`config.mk`:
```
export PLATFORM = sky130hd
export DESIGN_NAME = interval_timer_three_counters
export DESIGN_NICKNAME = d
export VERILOG_FILES = /design/src/sv/itc_pkg.sv /design/src/sv/itc_front.sv /design/src/sv/itc_counter.sv /design/src/sv/itc_back.sv /design/src/sv/interval_timer_three_counters.sv
export SDC_FILE = /design/constraint.sdc
export NUM_CORES = 1
export LEC_CHECK = 0
export BUFFER_PORTS_ARGS = -buffer_cell sky130_fd_sc_hd__buf_2
export CAP_MARGIN = 20
export CELL_PAD_IN_SITES_DETAIL_PLACEMENT = 2
export CELL_PAD_IN_SITES_GLOBAL_PLACEMENT = 2
export CORE_MARGIN = 10
export CORE_UTILIZATION = 43
export DETAILED_ROUTE_END_ITERATION = 6
export GPL_TIMING_DRIVEN = 0
export PLACE_DENSITY_LB_ADDON = 0.08
export SLEW_MARGIN = 20
export SYNTH_ARGS = -nofsm -noshare
export SYNTH_HDL_FRONTEND = slang
export SYNTH_SLANG_ARGS = --single-unit
```
`constraint.sdc`:
```
create_clock -name clk -period 8.6 [get_ports clk]
set_clock_uncertainty 0.15 [all_clocks]
set_input_delay 0.43 -clock clk [delete_from_list [all_inputs] [get_ports clk]]
set_output_delay 0.43 -clock clk [all_outputs]
set_load 0.01 [all_outputs]
```
`src/sv/itc_pkg.sv`:
```
// Shared types, codes and sizes for the three-counter interval timer.
// Used by the front end, the back end, the counter cells and the top level.
// Has no dependencies.
package itc_pkg;

  // Number of counters that exist (1 to 3).
  localparam int NUM_CNT = 3;

  // Queue between the front end and the back end.
  localparam int QDEPTH = 4;
  localparam int QPTR_W = 2;
  localparam int QCNT_W = 3;

  // Command codes on the input channel.
  localparam logic [1:0] CMD_TICK  = 2'd0;
  localparam logic [1:0] CMD_READ  = 2'd1;
  localparam logic [1:0] CMD_WRITE = 2'd2;
  localparam logic [1:0] CMD_NOP   = 2'd3;

  // Port that carries the control word.
  localparam logic [1:0] PORT_CTRL = 2'd3;

  // Byte access codes.
  localparam logic [1:0] ACC_LATCH = 2'd0;
  localparam logic [1:0] ACC_LOW   = 2'd1;
  localparam logic [1:0] ACC_HIGH  = 2'd2;
  localparam logic [1:0] ACC_BOTH  = 2'd3;

  // Operating modes.
  localparam logic [2:0] MODE_INT     = 3'd0;
  localparam logic [2:0] MODE_ONESHOT = 3'd1;
  localparam logic [2:0] MODE_RATE    = 3'd2;
  localparam logic [2:0] MODE_SQUARE  = 3'd3;

  // Item classes decided by the front end.
  localparam logic [2:0] OP_NONE  = 3'd0;
  localparam logic [2:0] OP_TICK  = 3'd1;
  localparam logic [2:0] OP_READ  = 3'd2;
  localparam logic [2:0] OP_LOAD  = 3'd3;
  localparam logic [2:0] OP_LATCH = 3'd4;
  localparam logic [2:0] OP_PROG  = 3'd5;

  // One classified item as it waits in the queue.
  typedef struct packed {
    logic [2:0] kind;
    logic [1:0] sel;
    logic [7:0] data;
  } op_t;

  // Strobes that the back end sends to one counter cell.
  typedef struct packed {
    logic tick;
    logic rd;
    logic load;
    logic latch;
    logic prog;
  } cnt_cmd_t;

endpackage

```
`src/sv/itc_front.sv`:
```
// Front end of the interval timer: accepts items, classifies them and
// queues them for the back end. Depends on itc_pkg.
module itc_front (
  input  logic               clk,
  input  logic               rst,
  input  logic               in_valid,
  output logic               in_stall,
  input  logic [1:0]         cmd,
  input  logic [1:0]         port,
  input  logic [7:0]         data,
  input  logic               q_pop,
  output logic               q_valid,
  output itc_pkg::op_t       q_op
);

  itc_pkg::op_t                 dec_op;
  itc_pkg::op_t                 q_mem [itc_pkg::QDEPTH];
  logic [itc_pkg::QPTR_W-1:0]   wr_ptr;
  logic [itc_pkg::QPTR_W-1:0]   rd_ptr;
  logic [itc_pkg::QCNT_W-1:0]   q_count;
  logic                         push;

  // Classify the incoming item; anything aimed at a missing counter becomes a no-op item here.
  always_comb begin
    dec_op.kind = itc_pkg::OP_NONE;
    dec_op.sel  = port;
    dec_op.data = data;
    case (cmd)
      itc_pkg::CMD_TICK: begin
        dec_op.kind = itc_pkg::OP_TICK;
      end
      itc_pkg::CMD_READ: begin
        if (port != itc_pkg::PORT_CTRL && int'(port) < itc_pkg::NUM_CNT) begin
          dec_op.kind = itc_pkg::OP_READ;
        end
      end
      itc_pkg::CMD_WRITE: begin
        if (port == itc_pkg::PORT_CTRL) begin
          dec_op.sel = data[7:6];
          if (data[7:6] != 2'd3 && int'(data[7:6]) < itc_pkg::NUM_CNT) begin
            if (data[5:4] == itc_pkg::ACC_LATCH) begin
              dec_op.kind = itc_pkg::OP_LATCH;
            end else begin
              dec_op.kind = itc_pkg::OP_PROG;
            end
          end
        end else if (int'(port) < itc_pkg::NUM_CNT) begin
          dec_op.kind = itc_pkg::OP_LOAD;
        end
      end
      default: begin
        dec_op.kind = itc_pkg::OP_NONE;
      end
    endcase
  end

  assign in_stall = (q_count == itc_pkg::QCNT_W'(itc_pkg::QDEPTH));
  assign push     = in_valid && !in_stall;
  assign q_valid  = (q_count != '0);
  assign q_op     = q_mem[rd_ptr];

  // Queue storage.
  always_ff @(posedge clk) begin
    if (push) begin
      q_mem[wr_ptr] <= dec_op;
    end
  end

  // Queue pointers and fill count.
  always_ff @(posedge clk) begin
    if (rst) begin
      wr_ptr  <= '0;
      rd_ptr  <= '0;
      q_count <= '0;
    end else begin
      if (push) begin
        wr_ptr <= wr_ptr + 1'b1;
      end
      if (q_pop) begin
        rd_ptr <= rd_ptr + 1'b1;
      end
      if (push && !q_pop) begin
        q_count <= q_count + 1'b1;
      end else if (!push && q_pop) begin
        q_count <= q_count - 1'b1;
      end
    end
  end

endmodule

```
`src/sv/itc_counter.sv`:
```
// One counter cell of the interval timer: mode, access state, counts and
// output level, updated by strobes from the back end. Depends on itc_pkg.
module itc_counter (
  input  logic                clk,
  input  logic                rst,
  input  itc_pkg::cnt_cmd_t   ccmd,
  input  logic [7:0]          data,
  output logic [7:0]          rd_byte,
  output logic                out_next
);

  logic [2:0]  op_mode,        op_mode_next;
  logic [1:0]  byte_access,    byte_access_next;
  logic [15:0] live_count,     live_count_next;
  logic [15:0] reload_count,   reload_count_next;
  logic [15:0] held_count,     held_count_next;
  logic        held_flag,      held_flag_next;
  logic        read_high_next, read_high_next_next;
  logic        write_high_next, write_high_next_next;
  logic        counting,       counting_next;
  logic        out_bit,        out_bit_next;

  logic [15:0] src;
  logic [15:0] dec_v;
  logic [15:0] step;
  logic [2:0]  new_mode;
  logic        done;

  assign src      = held_flag ? held_count : live_count;
  assign out_next = out_bit_next;

  // Modes 6 and 7 fold onto 2 and 3.
  always_comb begin
    new_mode = data[3:1];
    if (data[3:2] == 2'b11) begin
      new_mode = data[3:1] ^ 3'b100;
    end
  end

  // Next state for whichever strobe is active.
  always_comb begin
    op_mode_next         = op_mode;
    byte_access_next     = byte_access;
    live_count_next      = live_count;
    reload_count_next    = reload_count;
    held_count_next      = held_count;
    held_flag_next       = held_flag;
    read_high_next_next  = read_high_next;
    write_high_next_next = write_high_next;
    counting_next        = counting;
    out_bit_next         = out_bit;
    rd_byte              = 8'd0;
    dec_v                = live_count - 16'd1;
    step                 = 16'd2;
    done                 = 1'b0;

    if (ccmd.tick) begin
      if (counting) begin
        case (op_mode)
          itc_pkg::MODE_INT: begin
            live_count_next = dec_v;
            if (dec_v == 16'd0) begin
              out_bit_next = 1'b1;
            end
          end
          itc_pkg::MODE_ONESHOT: begin
            if (live_count == 16'd0) begin
              out_bit_next = 1'b1;
            end else begin
              live_count_next = dec_v;
            end
          end
          itc_pkg::MODE_RATE: begin
            if (dec_v <= 16'd1) begin
              out_bit_next    = 1'b0;
              live_count_next = reload_count;
            end else begin
              live_count_next = dec_v;
              if (dec_v == reload_count - 16'd1) begin
                out_bit_next = 1'b1;
              end
            end
          end
          itc_pkg::MODE_SQUARE: begin
            // Odd counts step by one or three so the two half periods add up.
            if (live_count[0]) begin
              step = out_bit ? 16'd1 : 16'd3;
            end
            live_count_next = (live_count > step) ? live_count - step : 16'd0;
            if (live_count_next < 16'd2) begin
              out_bit_next    = ~out_bit;
              live_count_next = reload_count;
            end
          end
          default: begin
            if (out_bit) begin
              live_count_next = dec_v;
              if (dec_v == 16'd0) begin
                out_bit_next = 1'b0;
              end
            end
          end
        endcase
      end
    end else if (ccmd.rd) begin
      case (byte_access)
        itc_pkg::ACC_LOW: begin
          rd_byte        = src[7:0];
          held_flag_next = 1'b0;
        end
        itc_pkg::ACC_HIGH: begin
          rd_byte        = src[15:8];
          held_flag_next = 1'b0;
        end
        itc_pkg::ACC_BOTH: begin
          if (!read_high_next) begin
            rd_byte = src[7:0];
          end else begin
            rd_byte        = src[15:8];
            held_flag_next = 1'b0;
          end
          read_high_next_next = ~read_high_next;
        end
        default: begin
          rd_byte = 8'd0;
        end
      endcase
    end else if (ccmd.load) begin
      if (byte_access != itc_pkg::ACC_LATCH) begin
        held_flag_next  = 1'b0;
        held_count_next = 16'd0;
        case (byte_access)
          itc_pkg::ACC_LOW: begin
            reload_count_next = {8'd0, data};
            done              = 1'b1;
          end
          itc_pkg::ACC_HIGH: begin
            reload_count_next = {data, 8'd0};
            done              = 1'b1;
          end
          default: begin
            if (!write_high_next) begin
              reload_count_next    = {reload_count[15:8], data};
              write_high_next_next = 1'b1;
              if (op_mode == itc_pkg::MODE_INT) begin
                counting_next = 1'b0;
              end
            end else begin
              reload_count_next    = {data, reload_count[7:0]};
              write_high_next_next = 1'b0;
              done                 = 1'b1;
            end
          end
        endcase
        // A complete reload value starts the counter.
        if (done) begin
          live_count_next = reload_count_next;
          counting_next   = 1'b1;
          out_bit_next    = (op_mode >= itc_pkg::MODE_SQUARE);
        end
      end
    end else if (ccmd.latch) begin
      held_flag_next  = 1'b1;
      held_count_next = live_count;
    end else if (ccmd.prog) begin
      byte_access_next     = data[5:4];
      op_mode_next         = new_mode;
      write_high_next_next = 1'b0;
    end
  end

  // Counter state.
  always_ff @(posedge clk) begin
    if (rst) begin
      op_mode         <= '0;
      byte_access     <= '0;
      live_count      <= '0;
      reload_count    <= '0;
      held_count      <= '0;
      held_flag       <= 1'b0;
      read_high_next  <= 1'b0;
      write_high_next <= 1'b0;
      counting        <= 1'b0;
      out_bit         <= 1'b0;
    end else begin
      op_mode         <= op_mode_next;
      byte_access     <= byte_access_next;
      live_count      <= live_count_next;
      reload_count    <= reload_count_next;
      held_count      <= held_count_next;
      held_flag       <= held_flag_next;
      read_high_next  <= read_high_next_next;
      write_high_next <= write_high_next_next;
      counting        <= counting_next;
      out_bit         <= out_bit_next;
    end
  end

endmodule

```
`src/sv/itc_back.sv`:
```
// Back end of the interval timer: takes classified items from the queue,
// drives the counter cells and holds the result item. Depends on itc_pkg
// and itc_counter.
module itc_back (
  input  logic               clk,
  input  logic               rst,
  input  logic               q_valid,
  input  itc_pkg::op_t       q_op,
  output logic               q_pop,
  output logic               out_valid,
  input  logic               out_stall,
  output logic [7:0]         read_data,
  output logic [2:0]         out_levels
);

  itc_pkg::cnt_cmd_t            ccmd   [itc_pkg::NUM_CNT];
  logic [7:0]                   rd_b   [itc_pkg::NUM_CNT];
  logic [itc_pkg::NUM_CNT-1:0]  out_n;
  logic [7:0]                   read_data_next;

  // An item leaves the queue when the result register is free or being taken.
  assign q_pop = q_valid && (!out_valid || !out_stall);

  // One cell per counter; strobes only while an item is popped.
  for (genvar i = 0; i < itc_pkg::NUM_CNT; i++) begin : g_cnt
    logic hit;
    assign hit = q_pop && (q_op.sel == 2'(i));
    assign ccmd[i].tick  = q_pop && (q_op.kind == itc_pkg::OP_TICK);
    assign ccmd[i].rd    = hit && (q_op.kind == itc_pkg::OP_READ);
    assign ccmd[i].load  = hit && (q_op.kind == itc_pkg::OP_LOAD);
    assign ccmd[i].latch = hit && (q_op.kind == itc_pkg::OP_LATCH);
    assign ccmd[i].prog  = hit && (q_op.kind == itc_pkg::OP_PROG);

    itc_counter u_cnt (
      .clk      (clk),
      .rst      (rst),
      .ccmd     (ccmd[i]),
      .data     (q_op.data),
      .rd_byte  (rd_b[i]),
      .out_next (out_n[i])
    );
  end

  // Only the addressed cell drives a nonzero read byte.
  always_comb begin
    read_data_next = 8'd0;
    for (int i = 0; i < itc_pkg::NUM_CNT; i++) begin
      read_data_next = read_data_next | rd_b[i];
    end
  end

  // Result register.
  always_ff @(posedge clk) begin
    if (rst) begin
      out_valid <= 1'b0;
    end else if (q_pop) begin
      out_valid <= 1'b1;
    end else if (!out_stall) begin
      out_valid <= 1'b0;
    end
  end

  always_ff @(posedge clk) begin
    if (q_pop) begin
      read_data  <= read_data_next;
      out_levels <= 3'(out_n);
    end
  end

endmodule

```
`src/sv/interval_timer_three_counters.sv`:
```
// Top level of the three-counter interval timer. Depends on itc_pkg,
// itc_front and itc_back.
//
// Each input item is a tick, a port read or a port write, and yields exactly one
// result item with the read byte and the three output levels after the item.
// The block takes one item per clock while the queue is not full: an accepted item
// waits in the four-entry queue and is executed by the counter cells in the following
// cycle at the earliest, and its result is registered in that same update; it waits
// longer in the queue while the result side stalls. Input stall rises only when that
// queue is full; the sustained rate is one item per cycle while the result side does
// not stall.
module interval_timer_three_counters (
  input  logic       clk,
  input  logic       rst,
  input  logic       in_valid,
  output logic       in_stall,
  input  logic [1:0] cmd,
  input  logic [1:0] port,
  input  logic [7:0] data,
  output logic       out_valid,
  input  logic       out_stall,
  output logic [7:0] read_data,
  output logic [2:0] out_levels
);

  itc_pkg::op_t q_op;
  logic         q_valid;
  logic         q_pop;

  itc_front u_front (
    .clk      (clk),
    .rst      (rst),
    .in_valid (in_valid),
    .in_stall (in_stall),
    .cmd      (cmd),
    .port     (port),
    .data     (data),
    .q_pop    (q_pop),
    .q_valid  (q_valid),
    .q_op     (q_op)
  );

  itc_back u_back (
    .clk        (clk),
    .rst        (rst),
    .q_valid    (q_valid),
    .q_op       (q_op),
    .q_pop      (q_pop),
    .out_valid  (out_valid),
    .out_stall  (out_stall),
    .read_data  (read_data),
    .out_levels (out_levels)
  );

endmodule

```
==> results of run 1 <==
==> repair_timing <==
action                                 in CTS  in global routing
resized for setup                           0                  0
endpoints found under the hold margin      33                  0
buffers inserted                            0                  0
hold buffers                                9                  0
==> logic make-up after synthesis <==
family,Yosys count,synth area share (%)
AO/OA/AOI/OAI,468,19.1
XOR/XNOR,161,8.54
adder cells (fa/ha/maj),39,3.00
buffers and inverters,225,5.22
flip-flops,247,33.8
multiplexers,113,7.88
AND/OR/NAND/NOR,770,22.5
==> sequential cells by signal (all words and copies together), names as in the netlist, 6 cells and up, named ones only <==
name                             cells
u_front.q_mem                       52
u_back.read_data                     8
u_back.g_cnt.u_cnt.byte_access       6
u_back.g_cnt.u_cnt.reload_count     48
u_back.g_cnt.u_cnt.op_mode           9
u_back.g_cnt.u_cnt.live_count       48
u_back.g_cnt.u_cnt.held_count       48
==> Yosys cell counts, drive strengths merged, types with 11 or more instances <==
| cell | number |
|---|---|
| nand2 | 176 |
| mux2i | 98 |
| o221ai | 14 |
| a221oi | 26 |
| o31ai | 12 |
| a211oi | 13 |
| inv | 47 |
| nor2b | 20 |
| nor2 | 227 |
| a31oi | 19 |
| clkbuf | 164 |
| o21ai | 71 |
| nand4 | 26 |
| dfxtp | 184 |
| nor4 | 38 |
| a21oi | 135 |
| mux4 | 13 |
| or2 | 11 |
| nand3 | 120 |
| xnor2 | 96 |
| buf | 14 |
| o2111ai | 13 |
| or3 | 14 |
| edfxtp | 63 |
| or4 | 14 |
| o22ai | 30 |
| xor2 | 65 |
| a22oi | 47 |
| nor3 | 66 |
| ha | 38 |
| and2 | 15 |
==> power by group <==
| part | leakage, nW | internal, mW | total [mW] | switching (mW) |
|---|---|---|---|---|
| logic | 3.89 | 0.209 | 0.884 | 0.675 |
| registers | 2.07 | 1.27 | 1.32 | 0.0510 |
| clock network | 0.490 | 0.793 | 1.39 | 0.602 |
==> area by class of cell <==
type	count	share of cell area, %
multi-input combinational	1551	54.7
sequential	247	30.2
clock buffer	40	4.45
timing repair buffer	38	1.31
tap	511	3.47
inverter	47	0.957
clock inverter	15	1.13
buffer	178	3.72
antenna	1	0.0136
==> routing by layer <==
layer	share of wire [%]	wire length (um)	vias up
met1	40	34200	9142
met5	0.044	38	-
li1	-	-	7534
met4	6.4	5560	6
met3	7.2	6200	352
met2	47	40200	890
==> worst max-delay path by stage <==
stage / endpoint / cells after the start / slack (ps) / from
after detailed placement: u_back.g_cnt[0].u_cnt.out_bit / 12 / 3490 / u_back.g_cnt[0].u_cnt.live_count[0]
final: u_back.g_cnt[2].u_cnt.live_count[8] / 13 / 3170 / u_back.g_cnt[2].u_cnt.live_count[0]
after floorplan: u_back.out_levels[1] / 13 / 5210 / u_back.g_cnt[1].u_cnt.live_count[0]
after global routing: u_back.g_cnt[2].u_cnt.live_count[8] / 13 / 3010 / u_back.g_cnt[2].u_cnt.live_count[0]
after global placement: u_back.g_cnt[2].u_cnt.live_count[5] / 13 / 3660 / u_back.g_cnt[2].u_cnt.live_count[0]
after CTS: u_back.g_cnt[2].u_cnt.live_count[4] / 12 / 3420 / u_back.g_cnt[2].u_cnt.live_count[0]
==> through the flow <==
step / hold WS, ps / setup WS, ps / total power [mW] / instance area (um2)
after floorplan: 282 / 5210 / 1.74 / 16500
after global placement: 288 / 3660 / 2.06 / 17300
after detailed placement: 297 / 3490 / 2.12 / 17300
after CTS: 37.4 / 3420 / 3.49 / 18400
after global routing: 53.1 / 3010 / 3.64 / 18400
final: 54.2 / 3170 / 3.60 / 18400
==> results.ini, run 1 <==
[floorplanning]
coreArea_um2=37800
rows=71
initial_core_util_pct=43.7
dieHeight_um=216
die-area_um2=46600
fp.dieW_um=216
num_io_pins=29

[drt]
routed_wl_mm=86.2
via_count=17924
dr.first_iter.drc_count=1730
viasPerCell=6.82
drc=0
dr.pass1.iters=5
ant_nets=0
wl_per_cell_um=32.8

[timing]
report.final.setup_viol=0
finalSetupTns_ps=0
finalCritPeriodShare_pct=63.2
fmax_ghz=0.184
finalMaxSlewViolations=0
rsz0062_at_grt=false
slew_headroom_pct=21.3
period_needed_ps=5430
finalHoldViolCount=0
tightest_slew_ps=1180

[cells_and_area]
seqCellArea_um2=5580
drive_gt1_share_pct=6.14
area_growth_pct=11.7
finalNetCount=2148
multi_input_area_um2=10100
nFillCells=4227
fin_cells=2628
final_cell_mix=226 x nor2_1, 184 x dfxtp_1, 176 x nand2_1, 172 x clkbuf_1, 135 x a21oi_1
finalCoreUtilization_pct=48.8
final_common_cell=nor2_1

[synthesis]
syn_nets=2078
ys.flop_type=dfxtp_1
yosysWarnings=0
netlist.area_leader.share_pct=22.3
synth_top_area_cell=dfxtp_1
netlist_area_um2=16500
synthTopCellsByArea=dfxtp_1 22%, edfxtp_1 11%, mux2i_1 5.9%
synth-async-reset-ratio_pct=0
synth_edf_count=63
synthDistinctLibCells=87
synth-seq-area-share_pct=33.8
synth_area_per_cell_um2=8.16
ys_seq_elements=247
netlist_instances=2023

[critical_path]
timing.rr.start=u_back.g_cnt[2].u_cnt.live_count[0]
cp_max_fo=10
worstRegToRegCells=13
critPathBufInv=4
cpPeakStageDelay_ps=830
r2r-end=u_back.g_cnt[2].u_cnt.live_count[8]
crit_required_ps=8980
rrSetupSlack_ps=3170
slowest_stage=nor3b_1
endpoint_kind=register
worstPathCellList=clkbuf_1 -> inv_1 -> ha_1 -> nor3b_1 -> nand4_1 -> nor4bb_1 -> nor3_1 -> inv_1 -> nand2_1 -> clkbuf_1 -> o21ai_0 -> o22ai_1 -> nor2_1
worstSetupStartpointType=register
critPathKind=reg2reg
cp.arrival_ps=5810
crit_family=simple AND/OR/NAND/NOR gates

[global_routing]
grt.met3_usage_pct=6.87
antenna_found_initial=4
overflow=0
grt_pass1_vias=19090
use_met1_pct=43.6
grt_pass1_wl_mm=129
grt_max_degree=18
met2_usage_pct=58.4
gr-max-usage-layer=met2
grt_usage_pct=35.8

[power]
p_leak_nw=6.45
cellPowerDensity_nw_per_um2=195
ir_drop_uv=161

[clock_network]
root_buffer=clkbuf_16
path_clk_slew_ps=70
numCtsBuffers=30
tritoncts=yes
htreeDepth=1
clockBufferDepth=3
clock-sinks=247
insertion_delay_ps=630

[place]
port_buffers=28
placed_cells=2562
gp_congestion=0.934
hpwl_mm=57.7

[min_path]
hp-start=cmd[0]
whs_path_depth=2
hold_class=in2reg
holdPathEnd=u_front.q_mem[1][10]

[flow_run]
max_cap_viol_count=0

[outcome]
status=finished, final reports clean

Power figures use the tool's default switching activity.
==> inputs of run 2 (changes only) <==
--- a/config.mk
+++ b/config.mk
@@ -10,7 +10,7 @@
 export CELL_PAD_IN_SITES_DETAIL_PLACEMENT = 2
 export CELL_PAD_IN_SITES_GLOBAL_PLACEMENT = 2
 export CORE_MARGIN = 10
-export CORE_UTILIZATION = 43
+export CORE_UTILIZATION = 36
 export DETAILED_ROUTE_END_ITERATION = 6
 export GPL_TIMING_DRIVEN = 0
 export PLACE_DENSITY_LB_ADDON = 0.08
==> constraint.sdc (replaced) <==
create_clock -name clk -period 4.6 [get_ports clk]
set_clock_uncertainty 0.15 [all_clocks]
set_input_delay 0.23 -clock clk [delete_from_list [all_inputs] [get_ports clk]]
set_output_delay 0.23 -clock clk [all_outputs]
set_load 0.01 [all_outputs]
==> results.ini, run 2 (synthesis results as in run 1) <==
[clock_network]
clock-sinks=247  ; unchanged
insertion_delay_ps=630  ; about the same
tritoncts=yes  ; unchanged
htreeDepth=1  ; unchanged
path_clk_slew_ps=60  ; was 70 ps
clockBufferDepth=3  ; unchanged
numCtsBuffers=30  ; unchanged
root_buffer=clkbuf_16  ; unchanged

[min_path]
whs_path_depth=5  ; was 2
hold_class=in2reg  ; unchanged

[timing]
tightest_slew_ps=1180  ; about the same
whs_ps=129  ; was 54.2 ps
rsz0062_at_grt=true  ; was false
finalMaxSlewViolations=0  ; unchanged
slew_headroom_pct=21.3  ; about the same
finalHoldViolCount=0  ; unchanged
period_needed_ps=4390  ; was 5430 ps
report.final.setup_viol=0  ; unchanged
finalCritPeriodShare_pct=95.5  ; was 63.2%
finalSetupTns_ps=0  ; unchanged
fmax_ghz=0.228  ; was 0.184 GHz

[floorplanning]
coreArea_um2=45400  ; was 37800 um2
initial_core_util_pct=36.4  ; was 43.7%
die-area_um2=54800  ; was 46600 um2
dieHeight_um=234  ; was 216 um
rows=78  ; was 71
num_io_pins=29  ; unchanged
fp.dieW_um=234  ; was 216 um

[cells_and_area]
largest_reg_flops=52  ; unchanged
fin_cells=2723  ; was 2628
drive_gt1_share_pct=7.07  ; was 6.14%
top_register=u_front.q_mem  ; unchanged
n_antenna_cell=0  ; was 1
final_cell_mix=224 x nor2_1, 184 x dfxtp_1, 176 x nand2_1, 161 x clkbuf_1, 135 x a21oi_1  ; was 226 x nor2_1, 184 x dfxtp_1, 176 x nand2_1, 172 x clkbuf_1, 135 x a21oi_1
finalCoreUtilization_pct=41.1  ; was 48.8%
final_cell_area_um2=18700  ; was 18400 um2
nFillCells=5187  ; was 4227
final_common_cell=nor2_1  ; unchanged
finalNetCount=2154  ; was 2148
area_growth_pct=13.0  ; was 11.7%

[outcome]
status=finished, final reports clean  ; unchanged

[critical_path]
worstSetupStartpointType=register  ; unchanged
critPathKind=reg2reg  ; unchanged
critPathBufInv=5  ; was 4
slowest_stage=clkbuf_1  ; was nor3b_1
endpoint_kind=register  ; unchanged
crit_family=buffers and inverters  ; was simple AND/OR/NAND/NOR gates
cp_max_fo=10  ; unchanged
crit_required_ps=4900  ; was 8980 ps
cp.depth=10  ; was 13
worstPathCellList=buf_2 -> mux4_2 -> and3_1 -> clkbuf_1 -> and2_1 -> clkbuf_1 -> clkbuf_1 -> clkbuf_1 -> nor3_1 -> nor4_1  ; was clkbuf_1 -> inv_1 -> ha_1 -> nor3b_1 -> nand4_1 -> nor4bb_1 -> nor3_1 -> inv_1 -> nand2_1 -> clkbuf_1 -> o21ai_0 -> o22ai_1 -> nor2_1
cp.arrival_ps=4700  ; was 5810 ps
worst_path_most_repeated_cell=clkbuf_1
worstRegToRegCells=10  ; was 13
cpPeakStageDelay_ps=850  ; was 830 ps

[drt]
via_count=16812  ; was 17924
wl_per_cell_um=28.1  ; was 32.8 um
drc=0  ; unchanged
dr.first_iter.drc_count=1246  ; was 1730
routed_wl_mm=76.6  ; was 86.2 mm
ant_nets=0  ; unchanged
dr.pass1.iters=6  ; was 5
viasPerCell=6.17  ; was 6.82

[power]
swShare_pct=35.3  ; was 36.9%
p_leak_nw=6.53  ; was 6.45 nW
clkPwrFrac_pct=38.2  ; was 38.8%
ir_drop_uv=389  ; was 161 uV
cellPowerDensity_nw_per_um2=344  ; was 195 nW/um2
p_int_mw=4.15  ; was 2.27 mW
p_sw_mw=2.26  ; was 1.33 mW
pwr-share-seq_pct=38.0  ; was 36.7%
power_frac_comb_pct=23.8  ; was 24.6%

[global_routing]
grt_pass1_wl_mm=115  ; was 129 mm
grt_max_degree=18  ; unchanged
grt.met3_usage_pct=4.29  ; was 6.87%
antenna_found_initial=0  ; was 4
grt_pass1_vias=17755  ; was 19090
use_met1_pct=36.0  ; was 43.6%
gr-max-usage-layer=met2  ; unchanged
overflow=0  ; unchanged
met2_usage_pct=45.1  ; was 58.4%
grt_usage_pct=27.6  ; was 35.8%

[place]
placed_cell_area_um2=17400  ; was 17300 um2
placed_cells=2651  ; was 2562
gp_congestion=0.907  ; was 0.934
hpwl_mm=56.8  ; was 57.7 mm
port_buffers=28  ; unchanged

[flow_run]
max_cap_viol_count=0  ; unchanged

## run 2: worst register-to-register path: stages, from the launching register on
cell and delay, ps:
dfxtp_1 300, buf_2 150, mux4_2 460, and3_1 180, clkbuf_1 300, and2_1 230, clkbuf_1 230, clkbuf_1 700
clkbuf_1 850, nor3_1 290, nor4_1 380
## run 2: area by class of cell
type	count	area, um2	area share, %
repair buffers	44	298	1.60
flip-flops and latches	247	5580	29.9
clock inverters	22	225	1.21
inverters	47	176	0.946
multi-input cells	1551	10200	54.5
clock buffers	34	776	4.16
plain buffers	178	692	3.71
well taps	600	751	4.02
## run 2: worst paths after layout
kind,to,from,slack [ps]
setup / recovery,u_back.g_cnt[1].u_cnt.live_count[3],register,210
hold / removal,u_front.wr_ptr[0],in_valid,130
setup reg to reg,u_back.g_cnt[1].u_cnt.live_count[3],register,210
hold reg to reg,u_back.g_cnt[2].u_cnt.held_count[13],u_back.g_cnt[2].u_cnt.held_count[13],310
## run 2: metal layers
layer  vias up  routed length (um)
met5         -                   0
met4         0                3310
met3       168                4070
met1      8593               33800
li1       7546                   -
met2       505               35500
## run 2: power groups by stage
stage | clock (mW) | combinational [mW] | sequential, mW
detailed placement | 0 | 1.49 | 2.48
floorplan | 0 | 0.782 | 2.48
CTS | 2.47 | 1.50 | 2.43
global placement | 0 | 1.44 | 2.47
finish | 2.45 | 1.53 | 2.43
global route | 2.57 | 1.59 | 2.45
## run 2: through the flow
step	setup WS, ps	power [mW]
global placement	-458	3.90
CTS	44.8	6.41
floorplan	1210	3.26
detailed placement	-471	3.97
global route	-39.9	6.61
finish	206	6.41
## run 2: what timing repair did
action,in CTS,in global routing
gates resized for setup,9,15
setup endpoints to repair,40,29
hold buffers,15,0
setup buffers,0,1
pin swaps,0,1
gates cloned,0,0
endpoints found under the hold margin,54,0
==> inputs of run 3 (changes only) <==
--- a/config.mk
+++ b/config.mk
@@ -5,12 +5,13 @@
 export SDC_FILE = /design/constraint.sdc
 export NUM_CORES = 1
 export LEC_CHECK = 0
+export ABC_AREA = 1
 export BUFFER_PORTS_ARGS = -buffer_cell sky130_fd_sc_hd__buf_2
 export CAP_MARGIN = 20
 export CELL_PAD_IN_SITES_DETAIL_PLACEMENT = 2
 export CELL_PAD_IN_SITES_GLOBAL_PLACEMENT = 2
 export CORE_MARGIN = 10
-export CORE_UTILIZATION = 36
+export CORE_UTILIZATION = 32
 export DETAILED_ROUTE_END_ITERATION = 6
 export GPL_TIMING_DRIVEN = 0
 export PLACE_DENSITY_LB_ADDON = 0.08
==> results.ini, run 3 <==
[outcome]
status=finished, final reports clean  ; unchanged

[drt]
dr.first_iter.drc_count=1300  ; was 1246
drc=0  ; unchanged
wl_per_cell_um=24.3  ; was 28.1 um
viasPerCell=5.50  ; was 6.17
dr.pass1.iters=5  ; was 6
routed_wl_mm=92.7  ; was 76.6 mm
via_count=20941  ; was 16812
ant_nets=0  ; unchanged

[synthesis]
yosysMostFrequentCell=nand2_1  ; was nor2_1
synth-async-reset-ratio_pct=0  ; unchanged
ys_seq_elements=247  ; unchanged
synth_top_area_cell=dfxtp_1  ; unchanged
netlist_area_um2=18600  ; was 16500 um2
yosysWarnings=0  ; unchanged
synth_top_cells_by_count=872 x nand2_1, 300 x nand3_1, 286 x nor2_1  ; was 226 x nor2_1, 184 x dfxtp_1, 176 x nand2_1
synth_edf_count=63  ; unchanged
syn_nets=2996  ; was 2078
ys.flop_type=dfxtp_1  ; unchanged
synth_area_per_cell_um2=6.31  ; was 8.16 um2
synth-seq-area-share_pct=30.1  ; was 33.8%
synthTopCellsByArea=dfxtp_1 20%, nand2_1 18%, edfxtp_1 10%  ; was dfxtp_1 22%, edfxtp_1 11%, mux2i_1 5.9%
netlist_instances=2941  ; was 2023
synthDistinctLibCells=54  ; was 87
netlist.area_leader.share_pct=19.9  ; was 22.3%

[cells_and_area]
top_register=u_front.q_mem  ; unchanged
fin_cells=3810  ; was 2723
finalNetCount=3075  ; was 2154
final_cell_mix=872 x nand2_1, 300 x nand3_1, 282 x nor2_1, 272 x a21oi_1, 267 x inv_1  ; was 224 x nor2_1, 184 x dfxtp_1, 176 x nand2_1, 161 x clkbuf_1, 135 x a21oi_1
largest_reg_flops=52  ; unchanged
drive_gt1_share_pct=8.25  ; was 7.07%
area_growth_pct=12.8  ; was 13.0%
final_cell_area_um2=20900  ; was 18700 um2
final_common_cell=nand2_1  ; was nor2_1

[timing]
finalHoldViolCount=0  ; unchanged
tightest_slew_ps=1120  ; was 1180 ps
report.final.setup_viol=0  ; unchanged
slew_headroom_pct=25.6  ; was 21.3%
finalMaxSlewViolations=0  ; unchanged
finalSetupTns_ps=0  ; unchanged
period_needed_ps=3950  ; was 4390 ps
finalCritPeriodShare_pct=85.8  ; was 95.5%
rsz0062_at_grt=false  ; was true
fmax_ghz=0.253  ; was 0.228 GHz

[critical_path]
endpoint_kind=register  ; unchanged
worstSetupStartpointType=register  ; unchanged
cp_max_fo=18  ; was 10
rrSetupSlack_ps=650  ; was 210 ps
worstRegToRegCells=9  ; was 10
critPathKind=reg2reg  ; unchanged
crit_required_ps=4920  ; was 4900 ps
cp.arrival_ps=4270  ; was 4700 ps

[clock_network]
insertion_delay_ps=580  ; was 630 ps
htreeDepth=2  ; was 1
cts_setup_buffers=0  ; unchanged
tritoncts=yes  ; unchanged
cts_hold_buf=16  ; was 15
ctsResizeCount=0  ; was 9
root_buffer=clkbuf_16  ; unchanged
path_clk_slew_ps=60  ; about the same
clock-sinks=247  ; unchanged
numCtsBuffers=34  ; was 30
clockBufferDepth=3  ; unchanged

[global_routing]
grt.met3_usage_pct=4.53  ; was 4.29%
grt_usage_pct=27.0  ; was 27.6%
use_met1_pct=34.2  ; was 36.0%
grt_max_degree=19  ; was 18
grt_pass1_vias=22344  ; was 17755
grt_pass1_wl_mm=140  ; was 115 mm
met2_usage_pct=44.6  ; was 45.1%
gr-max-usage-layer=met2  ; unchanged
overflow=0  ; unchanged
antenna_found_initial=4  ; was 0

[place]
gp_congestion=0.924  ; was 0.907
placed_cells=3733  ; was 2651
port_buffers=27  ; was 28
hpwl_mm=73.4  ; was 56.8 mm
placed_cell_area_um2=19700  ; was 17400 um2

[power]
cellPowerDensity_nw_per_um2=388  ; was 344 nW/um2
p_int_mw=4.57  ; was 4.15 mW
p_leak_nw=9.46  ; was 6.53 nW
power_frac_comb_pct=36.5  ; was 23.8%
ir_drop_uv=357  ; was 389 uV
swShare_pct=43.6  ; was 35.3%
pwr-share-seq_pct=30.8  ; was 38.0%
p_sw_mw=3.54  ; was 2.26 mW
clkPwrFrac_pct=32.7  ; was 38.2%

[flow_run]
max_cap_viol_count=0  ; unchanged

[floorplanning]
die-area_um2=68000  ; was 54800 um2
rows=88  ; was 78
coreArea_um2=57600  ; was 45400 um2
dieHeight_um=261  ; was 234 um
fp.dieW_um=261  ; was 234 um
initial_core_util_pct=32.2  ; was 36.4%
num_io_pins=29  ; unchanged

[min_path]
whs_path_depth=3  ; was 5
hold_class=in2reg  ; unchanged

==> run 3: area by class of cell <==
type	count	area, um2
Fill cell	7118	36700
Inverter	282	1060
Clock buffer	48	963
Buffer	124	653
Clock inverter	12	143
Timing Repair Buffer	43	295
Tap cell	765	957
Antenna cell	1	2.50
Multi-Input combinational cell	2288	11300
Sequential cell	247	5580
==> run 3: stage by stage <==
step / total power [mW] / hold slack (ps) / setup slack [ps] / util [%]
final: 8.11 / 114 / 651 / 36.3
after global placement: 5.33 / 292 / 755 / 34.1
after CTS: 8.13 / 103 / 684 / 36.3
after global routing: 8.49 / 171 / 446 / 36.3
after floorplan: 4.11 / 179 / 1940 / -
after detailed placement: 5.43 / 304 / 711 / 34.1
==> run 3: critical path, stage by stage (launching register included) <==
cell and delay (ps):
dfxtp_1 450, nor2_1 120, a21oi_4 690, inv_1 330, nor3_4 660, clkbuf_1 770, o21ai_0 190, nand3b_1 210
nand2_1 150, a21oi_1 80
==> run 3: power groups by stage <==
stage               Sequential, mW  Clock [mW]  Combinational, mW
floorplan                     2.53           0               1.58
global placement              2.53           0               2.81
detailed placement            2.54           0               2.89
CTS                           2.50        2.71               2.93
global route                  2.51        2.80               3.17
finish                        2.50        2.65               2.96
==> run 3: cell families (layout without fill, tap and decap cells) <==
logic type	after synthesis	after routing	synth area share (%)
flops	247	247	30.1
compound gates	600	600	18.0
simple gates	1602	1602	37.8
other cells	0	1	0
xor+xnor	47	47	2.26
buf+inv	406	509	9.23
fa+ha+maj	39	39	2.67
==> run 3: per-layer routing <==
metal  vias to the layer above  wire, um
li1                       9879         -
met1                     10428     40900
met2                       477     42800
met3                       157      5140
met4                         0      3900
met5                         -         0
==> run 3: final timing paths <==
check | startpoint | to
setup / recovery | u_front.q_count[0] | u_back.g_cnt[2].u_cnt.live_count[9]
hold / removal | rst | u_back.g_cnt[0].u_cnt.held_count[9]
setup reg to reg | u_front.q_count[0] | u_back.g_cnt[2].u_cnt.live_count[9]
hold reg to reg | u_back.g_cnt[1].u_cnt.held_count[10] | u_back.g_cnt[1].u_cnt.held_count[10]
